===== config.mk =====
export PLATFORM = sky130hd
export DESIGN_NAME = rds_group_decoder
export DESIGN_NICKNAME = d
export VERILOG_FILES = /design/src/rtl/core/rdsg_pkg.sv /design/src/rtl/core/rdsg_name.sv /design/src/rtl/core/rdsg_text.sv /design/src/rtl/core/rds_group_decoder.sv
export SDC_FILE = /design/constraint.sdc
export NUM_CORES = 1
export LEC_CHECK = 0
export BUFFER_PORTS_ARGS = -buffer_cell sky130_fd_sc_hd__buf_2
export CORE_ASPECT_RATIO = 0.6
export CORE_MARGIN = 5
export CORE_UTILIZATION = 58
export CTS_BUF_LIST = sky130_fd_sc_hd__clkbuf_8
export CTS_CLUSTER_SIZE = 40
export DETAILED_ROUTE_END_ITERATION = 12
export GPL_ROUTABILITY_DRIVEN = 0
export MAX_ROUTING_LAYER = met4
export PLACE_DENSITY_LB_ADDON = 0.05
export SLEW_MARGIN = 20
export SYNTH_ARGS = -nofsm -noshare
export SYNTH_HDL_FRONTEND = slang
export SYNTH_HIERARCHICAL = 1
export SYNTH_SLANG_ARGS = --single-unit

===== constraint.sdc =====
create_clock -name clock -period 3.8 [get_ports clock]
set_input_delay 0.38 -clock clock [delete_from_list [all_inputs] [get_ports clock]]
set_output_delay 0.38 -clock clock [all_outputs]
set_load 0.005 [all_outputs]

===== src/rtl/core/rdsg_pkg.sv =====
// ----------------------------------------------------------------------------
// rdsg_pkg
// Shared types, codes and helpers for the RDS group decoder.
// ----------------------------------------------------------------------------
package rdsg_pkg;

   // item operation codes
   localparam logic OP_DECODE = 1'b0;
   localparam logic OP_READ   = 1'b1;

   // group type codes
   localparam logic [3:0] GROUP_PS = 4'd0;
   localparam logic [3:0] GROUP_RT = 4'd2;

   // read index map
   localparam logic [6:0] TEXT_BASE = 7'd16;
   localparam logic [6:0] TEXT_END  = 7'd80;

   // characters
   localparam logic [7:0] ASCII_ZERO   = 8'd48;
   localparam logic [7:0] ASCII_ALPHA  = 8'd55;
   localparam logic [3:0] DIGIT_MAX    = 4'd9;
   localparam logic [7:0] ASCII_SPACE  = 8'h20;

   // name pair write request
   typedef struct packed {
      logic        write;
      logic [15:0] pair;
   } name_cmd_type;

   // radio text group request
   typedef struct packed {
      logic        write;
      logic        read;
      logic        ver_b;
      logic        flag;
      logic [3:0]  seg;
      logic        ok_c;
      logic        ok_d;
      logic [15:0] data_c;
      logic [15:0] data_d;
   } text_cmd_type;

   // one nibble to its ASCII hex digit
   function automatic logic [7:0] hex_ascii(input logic [3:0] nib);
      logic [7:0] wide;
      wide = {4'd0, nib};
      return (nib > DIGIT_MAX) ? wide + ASCII_ALPHA : wide + ASCII_ZERO;
   endfunction

endpackage


===== src/rtl/core/rdsg_name.sv =====
// ----------------------------------------------------------------------------
// rdsg_name
// Two program service name lines with seen/confirm tracking and line switch.
// ----------------------------------------------------------------------------
module rdsg_name (
   input  logic                  clock,
   input  logic                  reset,
   input  rdsg_pkg::name_cmd_type cmd,
   input  logic [1:0]            addr,
   input  logic                  rd_line,
   input  logic                  rd_low,
   output logic [7:0]            rd_char,
   output logic                  line_next
);

   logic [15:0] line0_ff [4];
   logic [15:0] line0_in [4];
   logic [15:0] line1_ff [4];
   logic [15:0] line1_in [4];
   logic [3:0]  seen_ff  [2];
   logic [3:0]  seen_in  [2];
   logic [3:0]  conf_ff  [2];
   logic [3:0]  conf_in  [2];
   logic        line_ff;
   logic        line_in;

   logic [15:0] pair0, pair1, pair_cur, pair_oth, pair_new, rd_pair;
   logic [3:0]  bit_sel;
   logic        cur, oth, switch_line, ncur;

   // one read port per line, shared by decode and read items
   assign pair0    = line0_ff[addr];
   assign pair1    = line1_ff[addr];
   assign rd_pair  = rd_line ? pair1 : pair0;
   assign rd_char  = rd_low ? rd_pair[7:0] : rd_pair[15:8];

   assign bit_sel  = 4'd1 << addr;
   assign cur      = line_ff;
   assign oth      = ~line_ff;
   assign pair_cur = cur ? pair1 : pair0;
   assign pair_oth = cur ? pair0 : pair1;

   // a confirmed pair that changes moves display to the other line
   assign switch_line = ((conf_ff[cur] & bit_sel) != 4'd0) && (pair_cur != cmd.pair) &&
                        (((conf_ff[oth] & bit_sel) == 4'd0) || (pair_oth == cmd.pair));
   assign ncur      = switch_line ? oth : cur;
   assign pair_new  = switch_line ? pair_oth : pair_cur;
   assign line_next = cmd.write ? ncur : line_ff;

   // next state
   always_comb begin
      line0_in = line0_ff;
      line1_in = line1_ff;
      seen_in  = seen_ff;
      conf_in  = conf_ff;
      line_in  = line_ff;
      if (cmd.write) begin
         line_in = ncur;
         if (((seen_ff[ncur] & bit_sel) != 4'd0) && (pair_new == cmd.pair)) begin
            conf_in[ncur] = conf_ff[ncur] | bit_sel;
         end else begin
            seen_in[ncur] = seen_ff[ncur] | bit_sel;
         end
         if (ncur) begin
            line1_in[addr] = cmd.pair;
         end else begin
            line0_in[addr] = cmd.pair;
         end
      end
   end

   always_ff @(posedge clock) begin
      if (reset) begin
         for (int i = 0; i < 4; i++) begin
            line0_ff[i] <= '0;
            line1_ff[i] <= '0;
         end
         seen_ff[0] <= '0;
         seen_ff[1] <= '0;
         conf_ff[0] <= '0;
         conf_ff[1] <= '0;
         line_ff    <= 1'b0;
      end else begin
         line0_ff <= line0_in;
         line1_ff <= line1_in;
         seen_ff  <= seen_in;
         conf_ff  <= conf_in;
         line_ff  <= line_in;
      end
   end

endmodule


===== src/rtl/core/rdsg_text.sv =====
// ----------------------------------------------------------------------------
// rdsg_text
// Radio text store: 32 character pairs in even/odd banks, written mask,
// A/B flag and clear-to-space handling.
// ----------------------------------------------------------------------------
module rdsg_text (
   input  logic                  clock,
   input  logic                  reset,
   input  rdsg_pkg::text_cmd_type cmd,
   input  logic [5:0]            rd_pos,
   output logic [7:0]            rd_char,
   output logic                  changed
);

   // pair banks carry no reset; the written mask qualifies every entry
   logic [15:0] even_ff [16];
   logic [15:0] even_in [16];
   logic [15:0] odd_ff  [16];
   logic [15:0] odd_in  [16];
   logic [31:0] mask_ff;
   logic [31:0] mask_in;
   logic        fill_ff;      // text has been cleared to spaces at least once
   logic        fill_in;
   logic        ab_ff;
   logic        ab_in;

   logic [3:0]  addr;
   logic [15:0] rd_even, rd_odd, rd_pair;
   logic [4:0]  bit_c, bit_d;
   logic [15:0] old_c, old_d;
   logic        wr_c, wr_d, toggle, clr_c, clr_d, any_clr;
   logic        wr_even, wr_odd;
   logic [15:0] even_data;
   logic [7:0]  fill_char;

   // one address per bank for either a read or a decode
   always_comb begin
      if (cmd.read) begin
         addr = rd_pos[5:2];
      end else if (cmd.ver_b) begin
         addr = {1'b0, cmd.seg[3:1]};
      end else begin
         addr = cmd.seg;
      end
   end

   assign rd_even = even_ff[addr];
   assign rd_odd  = odd_ff[addr];

   // read side: an unwritten pair shows the fill character
   assign rd_pair   = rd_pos[1] ? rd_odd : rd_even;
   assign fill_char = fill_ff ? rdsg_pkg::ASCII_SPACE : 8'd0;
   assign rd_char   = mask_ff[rd_pos[5:1]] ? (rd_pos[0] ? rd_pair[7:0] : rd_pair[15:8])
                                           : fill_char;

   // pair selection: version A uses C (even) and D (odd), version B only D
   assign wr_c  = cmd.write && !cmd.ver_b && cmd.ok_c;
   assign wr_d  = cmd.write && cmd.ok_d;
   assign bit_c = {cmd.seg, 1'b0};
   assign bit_d = cmd.ver_b ? {1'b0, cmd.seg} : {cmd.seg, 1'b1};
   assign old_c = rd_even;
   assign old_d = (cmd.ver_b && !cmd.seg[0]) ? rd_even : rd_odd;

   // clear checks in group order: flag toggle, then C, then D
   assign toggle  = cmd.write && (cmd.flag != ab_ff);
   assign clr_c   = wr_c && mask_ff[bit_c] && !toggle && (old_c != cmd.data_c);
   assign clr_d   = wr_d && mask_ff[bit_d] && !toggle && !clr_c && (old_d != cmd.data_d);
   assign any_clr = toggle || clr_c || clr_d;
   assign changed = toggle || wr_c || wr_d;

   assign wr_even   = wr_c || (wr_d && cmd.ver_b && !cmd.seg[0]);
   assign wr_odd    = wr_d && (!cmd.ver_b || cmd.seg[0]);
   assign even_data = cmd.ver_b ? cmd.data_d : cmd.data_c;

   // next state
   always_comb begin
      even_in = even_ff;
      odd_in  = odd_ff;
      mask_in = any_clr ? 32'd0 : mask_ff;
      if (wr_c && !clr_d) begin
         mask_in = mask_in | (32'd1 << bit_c);
      end
      if (wr_d) begin
         mask_in = mask_in | (32'd1 << bit_d);
      end
      if (wr_even) begin
         even_in[addr] = even_data;
      end
      if (wr_odd) begin
         odd_in[addr] = cmd.data_d;
      end
      fill_in = fill_ff || any_clr;
      ab_in   = cmd.write ? cmd.flag : ab_ff;
   end

   always_ff @(posedge clock) begin
      even_ff <= even_in;
      odd_ff  <= odd_in;
      if (reset) begin
         mask_ff <= '0;
         fill_ff <= 1'b0;
         ab_ff   <= 1'b0;
      end else begin
         mask_ff <= mask_in;
         fill_ff <= fill_in;
         ab_ff   <= ab_in;
      end
   end

endmodule


===== src/rtl/core/rds_group_decoder.sv =====
// Decodes one RDS group or reads one stored character per beat. A beat is
// taken into an input register, processed there against the name, text
// and PI state, and its result lands in an output register, so one beat
// per clock is sustained while the result side keeps up; a stall on the
// result side holds the input register and then stalls the request side.
// Groups with a bad block B change nothing. Character reads use index
// 0-15 for the two name lines, 16-79 for radio text, and return 0 beyond
// that.
// ----------------------------------------------------------------------------
// rds_group_decoder
// RDS program service name and radio text decoder, top level.
// ----------------------------------------------------------------------------
module rds_group_decoder (
   input  logic        clock,
   input  logic        reset,
   // request channel
   input  logic        req_valid,
   output logic        req_stall,
   input  logic        req_operation,
   input  logic [15:0] req_block_a,
   input  logic [15:0] req_block_b,
   input  logic [15:0] req_block_c,
   input  logic [15:0] req_block_d,
   input  logic        req_ok_a,
   input  logic        req_ok_b,
   input  logic        req_ok_c,
   input  logic        req_ok_d,
   input  logic [6:0]  req_read_index,
   // response channel
   output logic        rsp_valid,
   input  logic        rsp_stall,
   output logic [7:0]  rsp_read_char,
   output logic [31:0] rsp_pi_ascii,
   output logic        rsp_active_line,
   output logic        rsp_name_changed,
   output logic        rsp_text_changed
);

   // input register
   logic        in_valid_ff, in_valid_in;
   logic        op_ff;
   logic [15:0] a_ff, b_ff, c_ff, d_ff;
   logic        oka_ff, okb_ff, okc_ff, okd_ff;
   logic [6:0]  idx_ff;

   // result register
   logic        out_valid_ff, out_valid_in;
   logic [7:0]  char_ff, char_in;
   logic [31:0] pi_out_ff;
   logic        line_out_ff;
   logic        nchg_ff, nchg_in;
   logic        tchg_ff, tchg_in;

   // PI state
   logic [31:0] pi_ff, pi_in;

   logic        accept, advance;
   logic        decode, is_read;
   logic [3:0]  group_type;
   logic [6:0]  text_off;
   logic [7:0]  name_char, text_char;
   logic        line_next, text_chg;

   rdsg_pkg::name_cmd_type name_cmd;
   rdsg_pkg::text_cmd_type text_cmd;

   // handshake: the held beat moves on when the result slot frees up
   assign advance     = in_valid_ff && (!out_valid_ff || !rsp_stall);
   assign req_stall   = in_valid_ff && !advance;
   assign accept      = req_valid && !req_stall;
   assign in_valid_in = accept || (in_valid_ff && !advance);
   assign out_valid_in = advance || (out_valid_ff && rsp_stall);

   // group decode
   assign is_read    = (op_ff == rdsg_pkg::OP_READ);
   assign decode     = advance && !is_read && okb_ff;
   assign group_type = b_ff[15:12];
   assign text_off   = idx_ff - rdsg_pkg::TEXT_BASE;

   assign pi_in = (decode && oka_ff) ?
                  {rdsg_pkg::hex_ascii(a_ff[15:12]), rdsg_pkg::hex_ascii(a_ff[11:8]),
                   rdsg_pkg::hex_ascii(a_ff[7:4]), rdsg_pkg::hex_ascii(a_ff[3:0])} : pi_ff;

   assign name_cmd.write = decode && (group_type == rdsg_pkg::GROUP_PS) && okd_ff;
   assign name_cmd.pair  = d_ff;

   assign text_cmd.write  = decode && (group_type == rdsg_pkg::GROUP_RT);
   assign text_cmd.read   = is_read;
   assign text_cmd.ver_b  = b_ff[11];
   assign text_cmd.flag   = b_ff[4];
   assign text_cmd.seg    = b_ff[3:0];
   assign text_cmd.ok_c   = okc_ff;
   assign text_cmd.ok_d   = okd_ff;
   assign text_cmd.data_c = c_ff;
   assign text_cmd.data_d = d_ff;

   rdsg_name u_name (
      .clock     (clock),
      .reset     (reset),
      .cmd       (name_cmd),
      .addr      (is_read ? idx_ff[2:1] : b_ff[1:0]),
      .rd_line   (idx_ff[3]),
      .rd_low    (idx_ff[0]),
      .rd_char   (name_char),
      .line_next (line_next)
   );

   rdsg_text u_text (
      .clock   (clock),
      .reset   (reset),
      .cmd     (text_cmd),
      .rd_pos  (text_off[5:0]),
      .rd_char (text_char),
      .changed (text_chg)
   );

   // result fields
   always_comb begin
      char_in = 8'd0;
      if (is_read) begin
         if (idx_ff < rdsg_pkg::TEXT_BASE) begin
            char_in = name_char;
         end else if (idx_ff < rdsg_pkg::TEXT_END) begin
            char_in = text_char;
         end
      end
      nchg_in = name_cmd.write;
      tchg_in = text_cmd.write && text_chg;
   end

   // request beat capture
   always_ff @(posedge clock) begin
      if (reset) begin
         in_valid_ff <= 1'b0;
      end else begin
         in_valid_ff <= in_valid_in;
      end
      if (accept) begin
         op_ff  <= req_operation;
         a_ff   <= req_block_a;
         b_ff   <= req_block_b;
         c_ff   <= req_block_c;
         d_ff   <= req_block_d;
         oka_ff <= req_ok_a;
         okb_ff <= req_ok_b;
         okc_ff <= req_ok_c;
         okd_ff <= req_ok_d;
         idx_ff <= req_read_index;
      end
   end

   // PI state and result beat
   always_ff @(posedge clock) begin
      if (reset) begin
         out_valid_ff <= 1'b0;
         pi_ff        <= '0;
      end else begin
         out_valid_ff <= out_valid_in;
         pi_ff        <= pi_in;
      end
      if (advance) begin
         char_ff     <= char_in;
         pi_out_ff   <= pi_in;
         line_out_ff <= line_next;
         nchg_ff     <= nchg_in;
         tchg_ff     <= tchg_in;
      end
   end

   assign rsp_valid        = out_valid_ff;
   assign rsp_read_char    = char_ff;
   assign rsp_pi_ascii     = pi_out_ff;
   assign rsp_active_line  = line_out_ff;
   assign rsp_name_changed = nchg_ff;
   assign rsp_text_changed = tchg_ff;

endmodule

==> Flow_metrics.wiki <==
{| class="wikitable"
! Metric !! Value
|-
| Outcome || finished with violations
|-
| Violations in the final reports || setup timing
|-
| Vias in the first global route || 28000
|-
| Top library cells by usage in the layout, fill and taps aside || sky130_fd_sc_hd__edfxtp_1, sky130_fd_sc_hd__buf_4, sky130_fd_sc_hd__mux2i_1
|-
| Post-route core utilization || 0.736
|-
| Area post-placement || 0.0433 mm²
|-
| Die height || 210 µm
|-
| Post-synth design cell area || 0.0386 mm²
|-
| Share of the clock period used by the worst path || 1.14
|-
| Post-synthesis register bit count || 838
|-
| Max Transition Viols Final || 0
|-
| Effective utilization at floorplan || 0.584
|-
| Met1 track demand over resource || 0.511
|-
| Syn avg cell area || 13.3 µm²
|-
| Clock tree from TritonCTS || built
|-
| DRC violation count after routing || 0
|-
| Count of flip-flops with a built-in enable after synthesis || 625
|-
| Crit end category || flip-flop
|-
| Total power per unit cell area || 411 mW/mm²
|-
| Setup clock skew after layout || 0.0505 ns
|-
| GR Util All Layers || 0.347
|-
| Arrival time of the worst setup path || 5.00 ns
|-
| Total chip power || 20.0 mW
|-
| Place WS || -0.741 ns
|-
| Max-Cap Viols || 0
|-
| Min Tclk post-route || 4.35 ns
|-
| Routed WL || 127000 µm
|-
| Count of endpoints failing setup in the final report || 203
|-
| Worst reg2reg setup slack || -0.55 ns
|-
| Clock network fraction of design power || 0.363
|-
| Distinct cells, synth || 116
|-
| Fraction of power spent switching nets || 0.262
|-
| Worst reg2reg path endpoint || u_name/line0_ff[15]$_SDFFE_PP0P_
|-
| Origin of the critical flop-to-flop path || is_read$_DFFE_PP_
|-
| Classification of the worst setup path || flip-flop to flip-flop
|-
| Routed wire per std cell || 28.0 µm
|-
| Int Power || 14.8 mW
|-
| TritonCTS Sinks || 838
|-
| DRT antenna net count || 0
|-
| Critical-path maximum fanout || 7
|-
| Area enclosed by the die boundary || 0.0720 mm²
|-
| Class of the tightest hold or removal check || input pin to flip-flop
|-
| Crit start category || flip-flop
|-
| Maximum operating frequency || 230 MHz
|-
| Area of the core || 0.0661 mm²
|-
| Net switching power || 5.24 mW
|-
| First-iteration detailed-routing DRC count || 4269
|-
| Synthesis-to-layout area growth || 26.0%
|-
| Routed via count divided by cell count || 6.50
|-
| H-tree lvl count || 3
|-
| Grt met3 use || 0.108
|-
| Normalized max-slew margin || 0.350
|-
| Post-synthesis instance total || 2897
|-
| Most common cell after layout, fill and taps aside || sky130_fd_sc_hd__edfxtp_1
|-
| Most used flip-flop cell after synthesis || sky130_fd_sc_hd__edfxtp_1
|-
| Final cell area excluding filler cells || 0.0487 mm²
|-
| Met2 demand-to-capacity share in global routing || 0.471
|-
| Root Buffer Master || sky130_fd_sc_hd__clkbuf_8
|-
| Chip Width || 343 µm
|-
| Global-route wire length before repair || 181000 µm
|-
| Share of final-layout standard cells stronger than drive strength 1 || 0.320
|-
| Required time of the critical path || 4.45 ns
|-
| I/O pin count || 125
|-
| Beginning of the critical path || is_read$_DFFE_PP_
|-
| Quantity of I/O buffers inserted on ports || 118
|-
| Leak Pwr || 18.1 nW
|-
| Total via count in the routed design || 29500
|-
| Transition time at the pin with the least slew margin || 0.975 ns
|-
| Number of warning messages in the yosys log || 6
|-
| Row count || 73
|-
| Busiest grt layer || met1
|-
| Share of synthesized flip-flops with an asynchronous set or reset || 0
|-
| Number of nets at the end of the flow || 3607
|-
| Sequential cell area fraction in the yosys report || 0.596
|-
| Final HPWL DP || 82900 µm
|-
| Clock-pin slew on the worst setup and hold paths || 0.07 ns
|-
| Post-synth net total || 2985
|-
| Skew-Pair Late Insertion Delay || 0.80 ns
|-
| Unrepaired setup endpoints after global routing || yes
|-
| Grt ovf || 0
|-
| Num CTS Buffers || 119
|-
| First-pass detailed-route iteration total || 9
|-
| Crit path capture || u_name/line0_ff[15]$_SDFFE_PP0P_
|-
| VDD IR max || 0.314 mV
|-
| Depth of the most critical reg-to-reg path || 18
|-
| Total of fill cells in the finished design || 4318
|-
| Seq pwr share || 0.500
|-
| Largest net degree at the start of global routing || 80
|-
| Hold Vio Cnt, Final || 0
|-
| Post-route worst setup slack || -0.551 ns
|-
| Initial antenna violation count || 5
|-
| Largest buffer count on any clock path || 3
|-
| Comb power frac || 0.137
|-
| Sum of negative setup slack || -78.75 ns
|}
-- logic make-up (layout without fill, tap and decap cells) --
| kind of cell | count (synthesis) | after routing | share of synthesized area |
|---|---|---|---|
| buf+inv | 253 | 974 | 0.0379 |
| flops | 838 | 838 | 0.596 |
| fa+ha+maj | 8 | 8 | 0.00259 |
| simple gates | 763 | 765 | 0.0976 |
| compound gates | 503 | 504 | 0.102 |
| mux | 454 | 455 | 0.146 |
| xor+xnor | 78 | 78 | 0.0179 |
| other cells | 0 | 6 | 0 |
-- registers in the layout, indices dropped and copies added, names as in the netlist, 8 cells and up --
name / flops
u_text/even_ff: 256
u_text/odd_ff: 256
u_name/line0_ff: 64
u_name/line1_ff: 64
pi_ff: 32
rsp_pi_ascii: 32
u_text/mask_ff: 32
a_ff: 16
c_ff: 16
d_ff: 16
b_ff: 10
rsp_read_char: 8
u_name/conf_ff: 8
u_name/seen_ff: 8
-- cell type report --
type	count	area, µm²	area share
Sequential cell	838	23000	0.473
Multi-Input combinational cell	1810	15200	0.313
Timing Repair Buffer	711	6730	0.138
Clock buffer	127	1750	0.0359
Tap cell	900	1130	0.0231
Clock inverter	97	642	0.0132
Inverter	39	160	0.00329
Antenna cell	6	15.0	0.000308
-- routing by layer --
layer,up-vias,wire length (µm)
met2,2140,53000
met5,-,0
li1,12500,-
met4,0,3240
met1,14600,51700
met3,308,18800
-- power by group through the flow --
stage          clock, mW  combinational, mW  sequential (mW)
6_report            7.26               2.74             10.0
5_1_grt             7.75               2.83             10.0
4_1_cts             7.31               2.43             10.0
3_5_place_dp           0               2.22             10.2
3_3_place_gp           0               2.18             10.2
2_1_floorplan          0               1.22             10.2
-- Yosys cell counts, types with 10 or more instances --
library cell                  n  area share
sky130_fd_sc_hd__edfxtp_1   625        0.49
sky130_fd_sc_hd__inv_1       34      0.0033
sky130_fd_sc_hd__nand4_1     23      0.0037
sky130_fd_sc_hd__a2111oi_0   26      0.0059
sky130_fd_sc_hd__buf_1       18      0.0017
sky130_fd_sc_hd__buf_6       42       0.012
sky130_fd_sc_hd__a31oi_1     13      0.0021
sky130_fd_sc_hd__nor3_1      20      0.0026
sky130_fd_sc_hd__nand2b_1    13      0.0021
sky130_fd_sc_hd__a22o_1      15      0.0034
sky130_fd_sc_hd__nor3b_1     10      0.0019
sky130_fd_sc_hd__nand2_1    206       0.020
sky130_fd_sc_hd__nor2_1     285       0.028
sky130_fd_sc_hd__buf_4       27      0.0052
sky130_fd_sc_hd__a22oi_1     37      0.0072
sky130_fd_sc_hd__nor2b_1     15      0.0024
sky130_fd_sc_hd__a21oi_1    109       0.014
sky130_fd_sc_hd__a32oi_1     35      0.0079
sky130_fd_sc_hd__o22ai_1     13      0.0021
sky130_fd_sc_hd__dfxtp_1    213        0.11
sky130_fd_sc_hd__mux2i_1    335       0.087
sky130_fd_sc_hd__a311oi_1    14      0.0032
sky130_fd_sc_hd__xnor2_1     56       0.013
sky130_fd_sc_hd__xor2_1      21      0.0048
sky130_fd_sc_hd__and4_1      10      0.0023
sky130_fd_sc_hd__o21ai_0     49      0.0063
sky130_fd_sc_hd__nand3_1     37      0.0048
sky130_fd_sc_hd__and2_1      13      0.0021
sky130_fd_sc_hd__a211oi_1    20      0.0039
sky130_fd_sc_hd__mux4_2      82       0.048
sky130_fd_sc_hd__buf_2       66      0.0085
sky130_fd_sc_hd__and3_1      46      0.0074
sky130_fd_sc_hd__clkbuf_1    61      0.0059
sky130_fd_sc_hd__mux2_2      32      0.0093
sky130_fd_sc_hd__o211a_1     12      0.0031
sky130_fd_sc_hd__a32o_1      20      0.0052
sky130_fd_sc_hd__a221oi_1    28      0.0063
-- how the worst min path moves through the flow --
stage / start / endpoint / slack (ns) / depth (start not counted)
final: reset / in_valid_ff$_SDFF_PP0_ / 0.07 / 2
after global routing: reset / u_name/line1_ff[38]$_SDFFE_PP0P_ / 0.08 / 2
after CTS: reset / in_valid_ff$_SDFF_PP0_ / 0.02 / 2
after detailed placement: u_name/seen_ff[4]$_SDFFE_PP0P_ / u_name/seen_ff[4]$_SDFFE_PP0P_ / 0.44 / 2
after global placement: u_name/seen_ff[4]$_SDFFE_PP0P_ / u_name/seen_ff[4]$_SDFFE_PP0P_ / 0.43 / 2
after floorplan: u_text/fill_ff$_SDFF_PP0_ / u_text/fill_ff$_SDFF_PP0_ / 0.42 / 2
-- critical path, stage by stage (launching register included) --
cell and delay, ns:
sky130_fd_sc_hd__edfxtp_1 0.48, sky130_fd_sc_hd__buf_6 0.18, sky130_fd_sc_hd__buf_12 0.14, sky130_fd_sc_hd__mux2_4 0.39
sky130_fd_sc_hd__mux4_2 0.61, sky130_fd_sc_hd__buf_6 0.16, sky130_fd_sc_hd__mux2i_1 0.15, sky130_fd_sc_hd__xnor2_1 0.10
sky130_fd_sc_hd__nor4_1 0.34, sky130_fd_sc_hd__nand3_1 0.22, sky130_fd_sc_hd__buf_4 0.19, sky130_fd_sc_hd__o221a_4 0.29
sky130_fd_sc_hd__a21oi_4 0.22, sky130_fd_sc_hd__buf_12 0.15, sky130_fd_sc_hd__nor3_4 0.05, sky130_fd_sc_hd__buf_6 0.13
sky130_fd_sc_hd__buf_12 0.14, sky130_fd_sc_hd__mux2i_2 0.20, sky130_fd_sc_hd__nor2_1 0.07
-- per-stage QoR --
| stage | cells | hold slack, ns |
|---|---|---|
| 2_1_floorplan | 2897 | 0.422 |
| 3_3_place_gp | 4127 | 0.429 |
| 3_5_place_dp | 4127 | 0.443 |
| 4_1_cts | 4449 | 0.0188 |
| 5_1_grt | 4528 | 0.0766 |
| 6_report | 4528 | 0.0746 |
-- what timing repair did --
item | 4_1_cts | 5_1_grt
pin swaps | 41 | 50
hold buffers | 72 | 0
buffers inserted | 24 | 67
setup endpoints to repair | 187 | 261
resized for setup | 114 | 172
gates cloned | 5 | 11
endpoints found under the hold margin | 72 | 0
No activity file was read; power rests on OpenSTA's default activity.
